===== src/rtl/core/lra_pkg.sv =====
// Package for the LRU register allocator.
// Holds sizes, request codes and the controller-to-datapath command type.
// No dependencies.
package lra_pkg;

    localparam int NUM_REGS  = 7;
    localparam int TAG_BITS  = 16;

    localparam int TAG_W     = 16;
    localparam int REG_NUM_W = 3;

    localparam int IDX_BITS  = (NUM_REGS > 1) ? $clog2(NUM_REGS) : 1;
    localparam int RANK_BITS = IDX_BITS;
    localparam int CNT_BITS  = $clog2(NUM_REGS + 1);
    localparam int REG_BITS  = CNT_BITS;

    localparam int S_DATA_W  = ((TAG_W + 7) / 8) * 8;
    localparam int M_DATA_W  = ((REG_NUM_W + 2 + 7) / 8) * 8;

    typedef enum logic {
        OP_ALLOC = 1'b0,
        OP_READ  = 1'b1
    } op_t;

    typedef struct packed {
        logic accept;
    } lra_cmd_t;

endpackage


===== src/rtl/core/lru_register_allocator.sv =====
// LRU register allocator, top level.
// Latency: a result appears in the cycle after its request beat is taken.
// Throughput: one request per cycle; the output register is refilled on the
// same edge it is drained, so only a stalled master side holds the input.
// Reset: synchronous on aresetn low; clears bindings, use count and output valid.
module lru_register_allocator
    import lra_pkg::*;
(
    input  logic                aclk,
    input  logic                aresetn,
    input  logic                s_tvalid,
    output logic                s_tready,
    input  logic [S_DATA_W-1:0] s_tdata,   // [15:0] temp_tag
    input  logic [0:0]          s_tuser,   // [0] op
    output logic                m_tvalid,
    input  logic                m_tready,
    output logic [M_DATA_W-1:0] m_tdata    // [2:0] reg_num, [3] found, [4] from_free
);

    lra_cmd_t             cmd;
    logic [REG_NUM_W-1:0] reg_num;
    logic                 found;
    logic                 from_free;

    lra_ctrl u_ctrl (
        .aclk     (aclk),
        .aresetn  (aresetn),
        .s_tvalid (s_tvalid),
        .s_tready (s_tready),
        .m_tvalid (m_tvalid),
        .m_tready (m_tready),
        .cmd      (cmd)
    );

    lra_datapath u_datapath (
        .aclk      (aclk),
        .aresetn   (aresetn),
        .cmd       (cmd),
        .op        (s_tuser[0]),
        .temp_tag  (s_tdata[TAG_W-1:0]),
        .reg_num   (reg_num),
        .found     (found),
        .from_free (from_free)
    );

    assign m_tdata = M_DATA_W'({from_free, found, reg_num});

    a_accept_gives_result: assert property (@(posedge aclk) disable iff (!aresetn)
        (s_tvalid && s_tready) |=> m_tvalid)
        else $error("accepted request produced no result");

    a_alloc_found: assert property (@(posedge aclk) disable iff (!aresetn)
        (s_tvalid && s_tready && (s_tuser[0] == OP_ALLOC)) |=> (found && (reg_num != '0)))
        else $error("allocate did not return a register");

    a_miss_clean: assert property (@(posedge aclk) disable iff (!aresetn)
        (m_tvalid && !found) |-> ((reg_num == '0) && !from_free))
        else $error("read miss carries a register or fresh flag");

    a_fresh_is_alloc: assert property (@(posedge aclk) disable iff (!aresetn)
        (s_tvalid && s_tready && (s_tuser[0] == OP_READ)) |=> !from_free)
        else $error("read reported a fresh register");

endmodule


===== src/rtl/core/lra_ctrl.sv =====
// Handshake controller for the LRU register allocator.
// Tracks the output register and issues the accept command. Uses lra_pkg.
module lra_ctrl
    import lra_pkg::*;
(
    input  logic     aclk,
    input  logic     aresetn,
    input  logic     s_tvalid,
    output logic     s_tready,
    output logic     m_tvalid,
    input  logic     m_tready,
    output lra_cmd_t cmd
);

    typedef enum logic {
        ST_EMPTY,
        ST_FULL
    } state_t;

    state_t state_reg;
    logic   accept;

    assign s_tready   = (state_reg == ST_EMPTY) || m_tready;
    assign accept     = s_tvalid && s_tready;
    assign m_tvalid   = (state_reg == ST_FULL);
    assign cmd.accept = accept;

    always_ff @(posedge aclk) begin
        if (!aresetn) begin
            state_reg <= ST_EMPTY;
        end else begin
            unique case (state_reg)
                ST_EMPTY: begin
                    if (accept) begin
                        state_reg <= ST_FULL;
                    end
                end
                ST_FULL: begin
                    if (!accept && m_tready) begin
                        state_reg <= ST_EMPTY;
                    end
                end
                default: begin
                    state_reg <= ST_EMPTY;
                end
            endcase
        end
    end

endmodule


===== src/rtl/core/lra_datapath.sv =====
// Datapath of the LRU register allocator: tag store, recency ranks,
// use count and output register. Uses lra_pkg; driven by lra_ctrl.
module lra_datapath
    import lra_pkg::*;
(
    input  logic                 aclk,
    input  logic                 aresetn,
    input  lra_cmd_t             cmd,
    input  logic                 op,
    input  logic [TAG_W-1:0]     temp_tag,
    output logic [REG_NUM_W-1:0] reg_num,
    output logic                 found,
    output logic                 from_free
);

    logic [TAG_BITS-1:0]  tag_reg   [NUM_REGS];
    logic [NUM_REGS-1:0]  valid_reg;
    logic [RANK_BITS-1:0] rank_reg  [NUM_REGS];
    logic [CNT_BITS-1:0]  used_reg;

    logic [REG_NUM_W-1:0] reg_num_reg;
    logic                 found_reg;
    logic                 from_free_reg;

    logic [TAG_BITS-1:0]  tag_in;
    logic [NUM_REGS-1:0]  hit;
    logic                 hit_any;
    logic [IDX_BITS-1:0]  hit_idx;
    logic [IDX_BITS-1:0]  victim_idx;
    logic                 fresh;
    logic                 is_alloc;
    logic [IDX_BITS-1:0]  tgt_idx;
    logic [CNT_BITS-1:0]  tgt_rank;
    logic                 do_update;
    logic [REG_BITS-1:0]  result_reg;

    assign tag_in   = TAG_BITS'(temp_tag);
    assign is_alloc = (op_t'(op) == OP_ALLOC);
    assign fresh    = (used_reg < CNT_BITS'(NUM_REGS));

    always_comb begin
        hit_idx    = '0;
        victim_idx = '0;
        for (int i = NUM_REGS - 1; i >= 0; i--) begin
            hit[i] = valid_reg[i] && (tag_reg[i] == tag_in);
            if (hit[i]) begin
                hit_idx = IDX_BITS'(i);
            end
            if (valid_reg[i] && (rank_reg[i] == RANK_BITS'(NUM_REGS - 1))) begin
                victim_idx = IDX_BITS'(i);
            end
        end
        hit_any = |hit;
    end

    always_comb begin
        priority if (is_alloc && fresh) begin
            tgt_idx  = IDX_BITS'(used_reg);
            tgt_rank = used_reg;
        end else if (is_alloc) begin
            tgt_idx  = victim_idx;
            tgt_rank = CNT_BITS'(NUM_REGS - 1);
        end else begin
            tgt_idx  = hit_idx;
            tgt_rank = CNT_BITS'(rank_reg[hit_idx]);
        end
        do_update = cmd.accept && (is_alloc || hit_any);
        if (is_alloc || hit_any) begin
            result_reg = REG_BITS'(tgt_idx) + REG_BITS'(1);
        end else begin
            result_reg = '0;
        end
    end

    always_ff @(posedge aclk) begin
        if (!aresetn) begin
            valid_reg <= '0;
            used_reg  <= '0;
        end else if (do_update && is_alloc) begin
            valid_reg[tgt_idx] <= 1'b1;
            if (fresh) begin
                used_reg <= used_reg + CNT_BITS'(1);
            end
        end
    end

    // Promote the target to most recent; age the entries that were ahead of it.
    always_ff @(posedge aclk) begin
        if (do_update) begin
            for (int i = 0; i < NUM_REGS; i++) begin
                if (IDX_BITS'(i) == tgt_idx) begin
                    rank_reg[i] <= '0;
                end else if (valid_reg[i] && (CNT_BITS'(rank_reg[i]) < tgt_rank)) begin
                    rank_reg[i] <= rank_reg[i] + RANK_BITS'(1);
                end
            end
            if (is_alloc) begin
                tag_reg[tgt_idx] <= tag_in;
            end
        end
    end

    always_ff @(posedge aclk) begin
        if (cmd.accept) begin
            reg_num_reg   <= REG_NUM_W'(result_reg);
            found_reg     <= is_alloc || hit_any;
            from_free_reg <= is_alloc && fresh;
        end
    end

    assign reg_num   = reg_num_reg;
    assign found     = found_reg;
    assign from_free = from_free_reg;

endmodule

===== config.mk =====
export PLATFORM = sky130hd
export DESIGN_NAME = lru_register_allocator
export DESIGN_NICKNAME = d
export VERILOG_FILES = /design/src/rtl/core/lra_pkg.sv /design/src/rtl/core/lru_register_allocator.sv /design/src/rtl/core/lra_ctrl.sv /design/src/rtl/core/lra_datapath.sv
export SDC_FILE = /design/constraint.sdc
export NUM_CORES = 1
export LEC_CHECK = 0
export BUFFER_PORTS_ARGS = -buffer_cell sky130_fd_sc_hd__buf_4
export CELL_PAD_IN_SITES_DETAIL_PLACEMENT = 0
export CELL_PAD_IN_SITES_GLOBAL_PLACEMENT = 2
export CORE_AREA = 2 2 136 138
export DETAILED_ROUTE_END_ITERATION = 10
export DIE_AREA = 0 0 138 140
export GPL_TIMING_DRIVEN = 0
export PLACE_DENSITY = 0.95
export SLEW_MARGIN = 20
export SYNTH_ARGS = -nofsm -noshare
export SYNTH_HDL_FRONTEND = slang
export SYNTH_SLANG_ARGS = --single-unit

===== constraint.sdc =====
create_clock -name aclk -period 10.6 [get_ports aclk]
set_clock_uncertainty 0.15 [all_clocks]
set_input_delay 3.18 -clock aclk [delete_from_list [all_inputs] [get_ports aclk]]
set_output_delay 3.18 -clock aclk [all_outputs]
set_load 0.01 [all_outputs]

==> metrics.txt, run 1 <==
Core ar.=17,780 µm²; Yosys reg bits=149; Hold Crit Depth=2; top-area cell type share of the netlist area=51.56%; Tightest Pin Transition=1079 ps; H-tree depth=4; Internal Power=1.026 mW; CTS tree=yes; Max clock buf depth=2; Hold Path Sink=u_ctrl.m_tvalid$_SDFF_PN0_; crit path time final=7517 ps; met2 usage=36.01%; Cell Pwr Density=147.0 nW/µm²; GRT overflow=0; Post-Syn Instances=675; YS warnings=0; vias in the first global route=5,580; cts hold-fix bufs=0; Post-Syn Area=8036 µm²; RePlAce Congestion=0.9473; GRT met1 Usage=31.73%; sequential fraction of the synthesis area=54.30%; final number of hold-violating endpoints=0; r2r startpoint=u_datapath.tag_reg[2][0]$_DFFE_PP_; Worst path slowest cell=nor4b_1; PortBufs=27; Cell Rows=49; final setup fails=0; number of flops mapped to enable cells by yosys=138; Combinational Power Share=8.5%; n_diodes=0; Routed Antenna Nets=0; vias per inst=5.934; LEAKAGE=3.096 nW; Total Neg Setup Slack=0 ps; sw power=0.3290 mW; layout cells sized above 1=16.94%; Yosys top cell by area=edfxtp_1; DP HPWL=16,350 µm; setup bufs post-CTS=0; die area=19,320 µm²; Flop pwr share=48.4%; clock root buffer=clkbuf_16; RSZ-0062 raised after global routing=false; cts repair resizes=0; antenna violations before repair=0; Sw Ratio=24.28%; first-pass GRT wire length=33,200 µm; Layout Nets=772; die width=138 µm; Final Slew Violations=0; Slew HR=27.02%; period utilisation layout=70.91%; DRC viols=0; overall routed net length=21,780 µm; clock share of power=43.1%; r2r worst-path depth=14; # clock sinks=149; clk slew on worst S/H paths=60 ps; Synth cell types=81; Mapped Avg Cell Area=11.91 µm²; CP Launch Type=primary input; R2R Path End=u_datapath.rank_reg[5][0]$_SDFFCE_PN0P_; synth top area cells=edfxtp_1 52%, xnor2_1 7.4%, xor2_1 5.0%; clock latency on the worst-skew pair=430 ps; Starting Density=45.20%; Reg area=4364 µm²; pin count of the biggest net entering global routing=18; Reg2Reg Setup Slack=5810 ps; async set-reset flop share out of synthesis=0%; crit end category=flip-flop; placed cell count=941; routed vias=5,774; GR Util All Layers=22.77%; area of the multi-input gates=3437 µm²; Area Overhead vs Synth=14.73%; Largest register FFs=112; CP peak stage delay=930 ps; 1st-iter DRT viols=679; busiest layer in global routing=met2; Critical Path RT=10,510 ps; Worst IR Drop VDD=0.1233 mV; # IOs=31; fill count=1,523; crit path max fanout=8; max_cap viols=0; Die Span Y=140 µm; HP Start=u_ctrl.m_tvalid$_SDFF_PN0_; total CTS buffers=17; Crit Path Category=in -> reg; DR pass1 iterations=5; outcome=finished, final reports clean; crit-path cells=buf_4, buf_2, xnor2_1, nand4_1, nor4b_1, a21oi_1, and2_1, and3_1, clkbuf_1, nor3_1, a222oi_1, a211oi_1; final non-filler cell total=973; HP Class=reg -> reg; Fmax achieved=0.1330 GHz; top_reg_cell synth=edfxtp_1; WL per Instance=22.38 µm; met3 GRT Util=5.128%; Worst Path Arrival=7430 ps
==> final cells by class <==
class | instances | share of cell area (%)
multi-input cells | 469 | 37.28
flip-flops and latches | 149 | 47.33
clock inverters | 9 | 0.7328
repair buffers | 35 | 3.094
well taps | 229 | 3.108
plain buffers | 32 | 1.927
inverters | 27 | 1.099
clock buffers | 23 | 5.428
==> how the worst max path moves through the flow <==
stage	cells after the start	start	endpoint	slack [ps]
6_report	12	s_tdata[15]	u_datapath.rank_reg[6][0]$_SDFFCE_PN0P_	3080
5_1_grt	16	s_tdata[0]	u_datapath.rank_reg[5][0]$_SDFFCE_PN0P_	2890
4_1_cts	13	s_tdata[13]	u_datapath.rank_reg[6][0]$_SDFFCE_PN0P_	3220
3_5_place_dp	13	s_tdata[13]	u_datapath.rank_reg[6][1]$_SDFFCE_PN0P_	2790
3_3_place_gp	11	s_tdata[13]	u_datapath.tag_reg[5][1]$_DFFE_PP_	1160
2_1_floorplan	10	s_tdata[3]	u_datapath.tag_reg[5][0]$_DFFE_PP_	3290
==> worst max-delay path: cells and delay by family <==
| kind | cells | cell delay [ps] |
|---|---|---|
| compound gates | 3 | 1140 |
| xor+xnor | 1 | 360 |
| buf+inv | 3 | 490 |
| simple gates | 5 | 2250 |
==> cell families (layout without fill, tap and decap cells) <==
family,Yosys count,in the layout,synth area share [%]
other,1,3,0.04666
AND/OR/NAND/NOR,204,204,14.56
adder cells (fa/ha/maj),22,22,3.378
flip-flops,149,149,54.30
multiplexers,6,6,0.7473
XOR/XNOR,114,114,12.42
AO/OA/AOI/OAI,120,120,11.07
buffers and inverters,59,126,3.472
==> power groups by stage <==
stage                     combinational, mW  clock [mW]  sequential, mW
after floorplan                      0.0702           0           0.667
after global placement                0.109           0           0.668
after detailed placement              0.113           0           0.668
after CTS                             0.114       0.589           0.656
after global routing                  0.125       0.613           0.656
final                                 0.116       0.583           0.656
==> cells in the mapped netlist (5+ instances only) <==
cell      number
xor2_1        46
nor4b_1        7
xnor2_1       68
inv_1         24
nor3_1        17
a21oi_1       21
or2_2          7
buf_4          8
and3_1         8
o21ai_0       10
edfxtp_1     138
buf_2         16
nand2_1       31
o31ai_1        5
o21a_1         8
nand3_1       22
clkbuf_1       7
ha_1          20
o211ai_1      11
nand4_1       27
dfxtp_1       11
o22ai_1        8
nor4_1        14
mux2i_1        6
a211oi_1      11
nor2_1        36
==> cell usage in the layout (no fill, tap or decap), types with 3 or more instances in the layout <==
cell / Yosys / final
conb_1: 1 / 3
or4b_1: 3 / 3
o41ai_1: 4 / 4
nor4b_1: 7 / 7
clkinv_2: 0 / 3
clkbuf_1: 7 / 10
buf_6: 1 / 3
o31ai_1: 5 / 5
nor4_1: 14 / 13
a32oi_1: 3 / 3
nor2_1: 36 / 31
a2111oi_0: 3 / 3
nand4_1: 27 / 27
buf_4: 8 / 35
o21ai_0: 10 / 10
o21a_1: 8 / 8
buf_2: 16 / 19
mux2i_1: 6 / 6
o211ai_1: 11 / 11
o22ai_1: 8 / 8
a221oi_1: 3 / 3
xor2_1: 46 / 46
clkbuf_16: 0 / 19
or2_2: 7 / 7
nor2_2: 1 / 5
nand3b_1: 3 / 3
buf_8: 0 / 3
inv_1: 24 / 24
dfxtp_1: 11 / 11
ha_1: 20 / 20
a21oi_1: 21 / 21
nor3_1: 17 / 17
edfxtp_1: 138 / 138
a211oi_1: 11 / 10
nand3_1: 22 / 22
or3_1: 4 / 4
and3_1: 8 / 8
xnor2_1: 68 / 68
and2_1: 3 / 3
nand2_1: 31 / 31
==> routing by layer <==
layer  vias to the layer above  part of all wire (%)  wire length (µm)
met4                         0                   1.3               287
met2                       227                    46             10080
met1                      2856                    45              9889
li1                       2671                     -                 -
met3                        20                   7.0              1520
met5                         -                     0                 0
==> stage by stage <==
step	cell area (µm²)	util (%)	setup WS (ps)	total power [mW]	hold slack [ps]
2_1_floorplan	8044	-	3294	0.7373	337.4
3_3_place_gp	8533	47.99	1165	0.7772	399.8
3_5_place_dp	8652	48.66	2785	0.7815	442.0
4_1_cts	9220	51.86	3218	1.359	447.4
5_1_grt	9220	51.86	2894	1.394	474.7
6_report	9220	51.86	3083	1.355	428.5
(Power assumes the default switching activity.)
==> inputs of run 2 (changes only) <==
--- a/config.mk
+++ b/config.mk
@@ -8,11 +8,11 @@
 export BUFFER_PORTS_ARGS = -buffer_cell sky130_fd_sc_hd__buf_4
 export CELL_PAD_IN_SITES_DETAIL_PLACEMENT = 0
 export CELL_PAD_IN_SITES_GLOBAL_PLACEMENT = 2
-export CORE_AREA = 2 2 136 138
+export CORE_AREA = 2 2 140 142
 export DETAILED_ROUTE_END_ITERATION = 10
-export DIE_AREA = 0 0 138 140
+export DIE_AREA = 0 0 142 144
 export GPL_TIMING_DRIVEN = 0
-export PLACE_DENSITY = 0.95
+export PLACE_DENSITY = 0.91
 export SLEW_MARGIN = 20
 export SYNTH_ARGS = -nofsm -noshare
 export SYNTH_HDL_FRONTEND = slang
==> constraint.sdc (replaced) <==
create_clock -name aclk -period 7.8 [get_ports aclk]
set_clock_uncertainty 0.15 [all_clocks]
set_input_delay 2.34 -clock aclk [delete_from_list [all_inputs] [get_ports aclk]]
set_output_delay 2.34 -clock aclk [all_outputs]
set_load 0.01 [all_outputs]
==> run 2 against run 1 <==
  * Sequential power up 36%
  * Combinational power up 34%
  * Count of clock-buffer cells in the layout down 4
  * Sequential share of layout area down 0.10 points
  * Global-route usage down 1.1 points
  * Critical path depth up 4
  * Cell count up 0.92%
  * Register-to-register slack worse by 2600 ps
  * First-iteration DRC count down 50%
  * Wire length down 3.0%
  * Critical path type unchanged
==> metrics.txt, run 2 (same netlist as run 1, synthesis figures left out) <==
period utilisation layout=83.06%; Internal Power=1.413 mW (was 1.026 mW); Core ar.=19,080 µm² (was 17,780 µm²); final worst setup slack=1321 ps (was 3083 ps); Crit Path Category=in -> reg (unchanged); clock latency on the worst-skew pair=430 ps (about the same); total CTS buffers=17 (unchanged); Layout Nets=772 (unchanged); Combinational Power Share=8.3% (was 8.5%); Tightest Pin Transition=826.1 ps (was 1079 ps); Die Span Y=144 µm (was 140 µm); fill count=1,672 (was 1,523); Area Overhead vs Synth=14.98% (was 14.73%); die area=20,450 µm² (was 19,320 µm²); outcome=finished, final reports clean (unchanged); Cell Rows=51 (was 49); Worst Path Arrival=6430 ps (was 7430 ps); r2r worst-path depth=14 (unchanged); Final Util=48.43% (was 51.86%); HP Start=u_datapath.valid_reg[0]$_SDFFE_PN0P_ (was u_ctrl.m_tvalid$_SDFF_PN0_); GRT overflow=0 (unchanged); overall routed net length=21,120 µm (was 21,780 µm); DR pass1 iterations=6 (was 5); layout cells sized above 1=17.07% (was 16.94%); pin count of the biggest net entering global routing=18 (unchanged); Hold Crit Depth=1 (was 2); crit path launch=s_tdata[0] (was s_tdata[15]); crit path max fanout=10 (was 8); clk slew on worst S/H paths=70 ps (was 60 ps); CP Launch Type=primary input (unchanged); crit path time final=6479 ps; HP Class=reg -> reg (unchanged); Fmax achieved=0.1543 GHz; Critical Path RT=7750 ps (was 10,510 ps); sw power=0.4485 mW (was 0.3290 mW); clock root buffer=clkbuf_16 (unchanged); cts repair resizes=0 (unchanged); H-tree depth=4 (unchanged); routed vias=5,696 (was 5,774); most frequent cells in the layout=138 x edfxtp_1, 68 x xnor2_1, 46 x xor2_1, 36 x buf_4 (was 138 x edfxtp_1, 68 x xnor2_1, 46 x xor2_1, 35 x buf_4); Sw Ratio=24.09% (was 24.28%); Worst IR Drop VDD=0.1950 mV (was 0.1233 mV); RePlAce Congestion=0.8555 (was 0.9473); Starting Density=42.12% (was 45.20%); 1st-iter DRT viols=338 (was 679); Flop pwr share=47.9% (was 48.4%); setup bufs post-CTS=0 (unchanged); r2r startpoint=u_datapath.tag_reg[2][0]$_DFFE_PP_ (unchanged); LEAKAGE=3.097 nW (was 3.096 nW); Min Hold Slack=432.2 ps (was 428.5 ps); Largest register FFs=112 (unchanged); final non-filler cell total=982 (was 973); n_diodes=0 (unchanged); placed cell count=950 (was 941); DRC viols=0 (unchanged); vias per inst=5.800 (was 5.934); Final Slew Violations=0 (unchanged); Design Power=1.862 mW (was 1.355 mW); Post-Place Worst Slack=938.6 ps (was 2785 ps); RSZ-0062 raised after global routing=false (unchanged); DP HPWL=16,160 µm (was 16,350 µm); Slew HR=44.50% (was 27.02%); Routed Antenna Nets=0 (unchanged); CTS tree=yes (unchanged); cts hold-fix bufs=0 (unchanged); max_cap viols=0 (unchanged); antenna violations before repair=0 (unchanged); WL per Instance=21.51 µm (was 22.38 µm); # clock sinks=149 (unchanged); first-pass GRT wire length=32,450 µm (was 33,200 µm); PortBufs=27 (unchanged); most common cell after layout, fill and taps aside=edfxtp_1 (unchanged); final setup fails=0 (unchanged); GR Util All Layers=21.65% (was 22.77%); die width=142 µm (was 138 µm); # IOs=31 (unchanged); Max clock buf depth=2 (unchanged); Cell Pwr Density=201.5 nW/µm² (was 147.0 nW/µm²); vias in the first global route=5,658 (was 5,580); crit end category=flip-flop (unchanged); final number of hold-violating endpoints=0 (unchanged); clock share of power=43.8% (was 43.1%)
==> run 2: cell count changes in the layout (fill, tap and decap cells not counted), sizes merged <==
| cell | change |
|---|---|
| bufinv | +2 |
| clkbuf | -4 |
| clkinv | +2 |
==> run 2: cell type report <==
cell class                 instances  area, µm²  area share [%]
inverter                          27      101.3           1.097
timing repair buffer              35      280.3           3.033
buffer                            32      177.7           1.923
clock inverter                    13      148.9           1.611
clock buffer                      19      432.9           4.685
sequential                       149       4364           47.23
multi-input combinational        469       3437           37.20
tap                              238      297.8           3.223
==> run 2: worst paths after layout <==
| check | end | slack (ps) |
|---|---|---|
| worst max-delay path | u_datapath.rank_reg[5][0]$_SDFFCE_PN0P_ | 1320 |
| worst min-delay path | u_datapath.valid_reg[0]$_SDFFE_PN0P_ | 430 |
| worst max register to register | u_datapath.rank_reg[5][0]$_SDFFCE_PN0P_ | 3210 |
| worst min register to register | u_datapath.valid_reg[0]$_SDFFE_PN0P_ | 430 |
==> run 2: worst max-delay path: stages <==
cell and delay (ps):
buf_4 140, buf_2 190, xnor2_1 330, nand2_1 90, or3b_1 350, nor4b_1 380, a22o_1 260, o21a_1 130
buf_4 160, mux2i_1 260, o22ai_1 140, o22ai_1 560, clkbuf_1 490, nor2_1 110, o211ai_1 180, o311ai_0 290
==> run 2: power groups by stage <==
stage	registers, mW	clock network (mW)	logic (mW)
5_1_grt	0.892	0.857	0.168
3_3_place_gp	0.908	0	0.148
6_report	0.891	0.816	0.155
3_5_place_dp	0.908	0	0.153
2_1_floorplan	0.907	0	0.0954
4_1_cts	0.891	0.820	0.154
==> run 2: routing by layer <==
metal | wire [µm] | vias to the layer above | share of wire, % | GRT usage, %
li1 | - | 2671 | - | -
met1 | 8922 | 2839 | 42 | 25.34
met2 | 10980 | 153 | 52 | 39.82
met3 | 582 | 33 | 2.8 | 3.808
met4 | 641 | 0 | 3.0 | 7.895
met5 | 0 | - | 0 | 0
==> run 2: metrics by stage <==
step | TNS, ps | instance area (µm²)
3_3_place_gp | -9660 | 8544
4_1_cts | 0 | 9240
6_report | 0 | 9240
2_1_floorplan | 0 | 8044
5_1_grt | 0 | 9240
3_5_place_dp | 0 | 8658
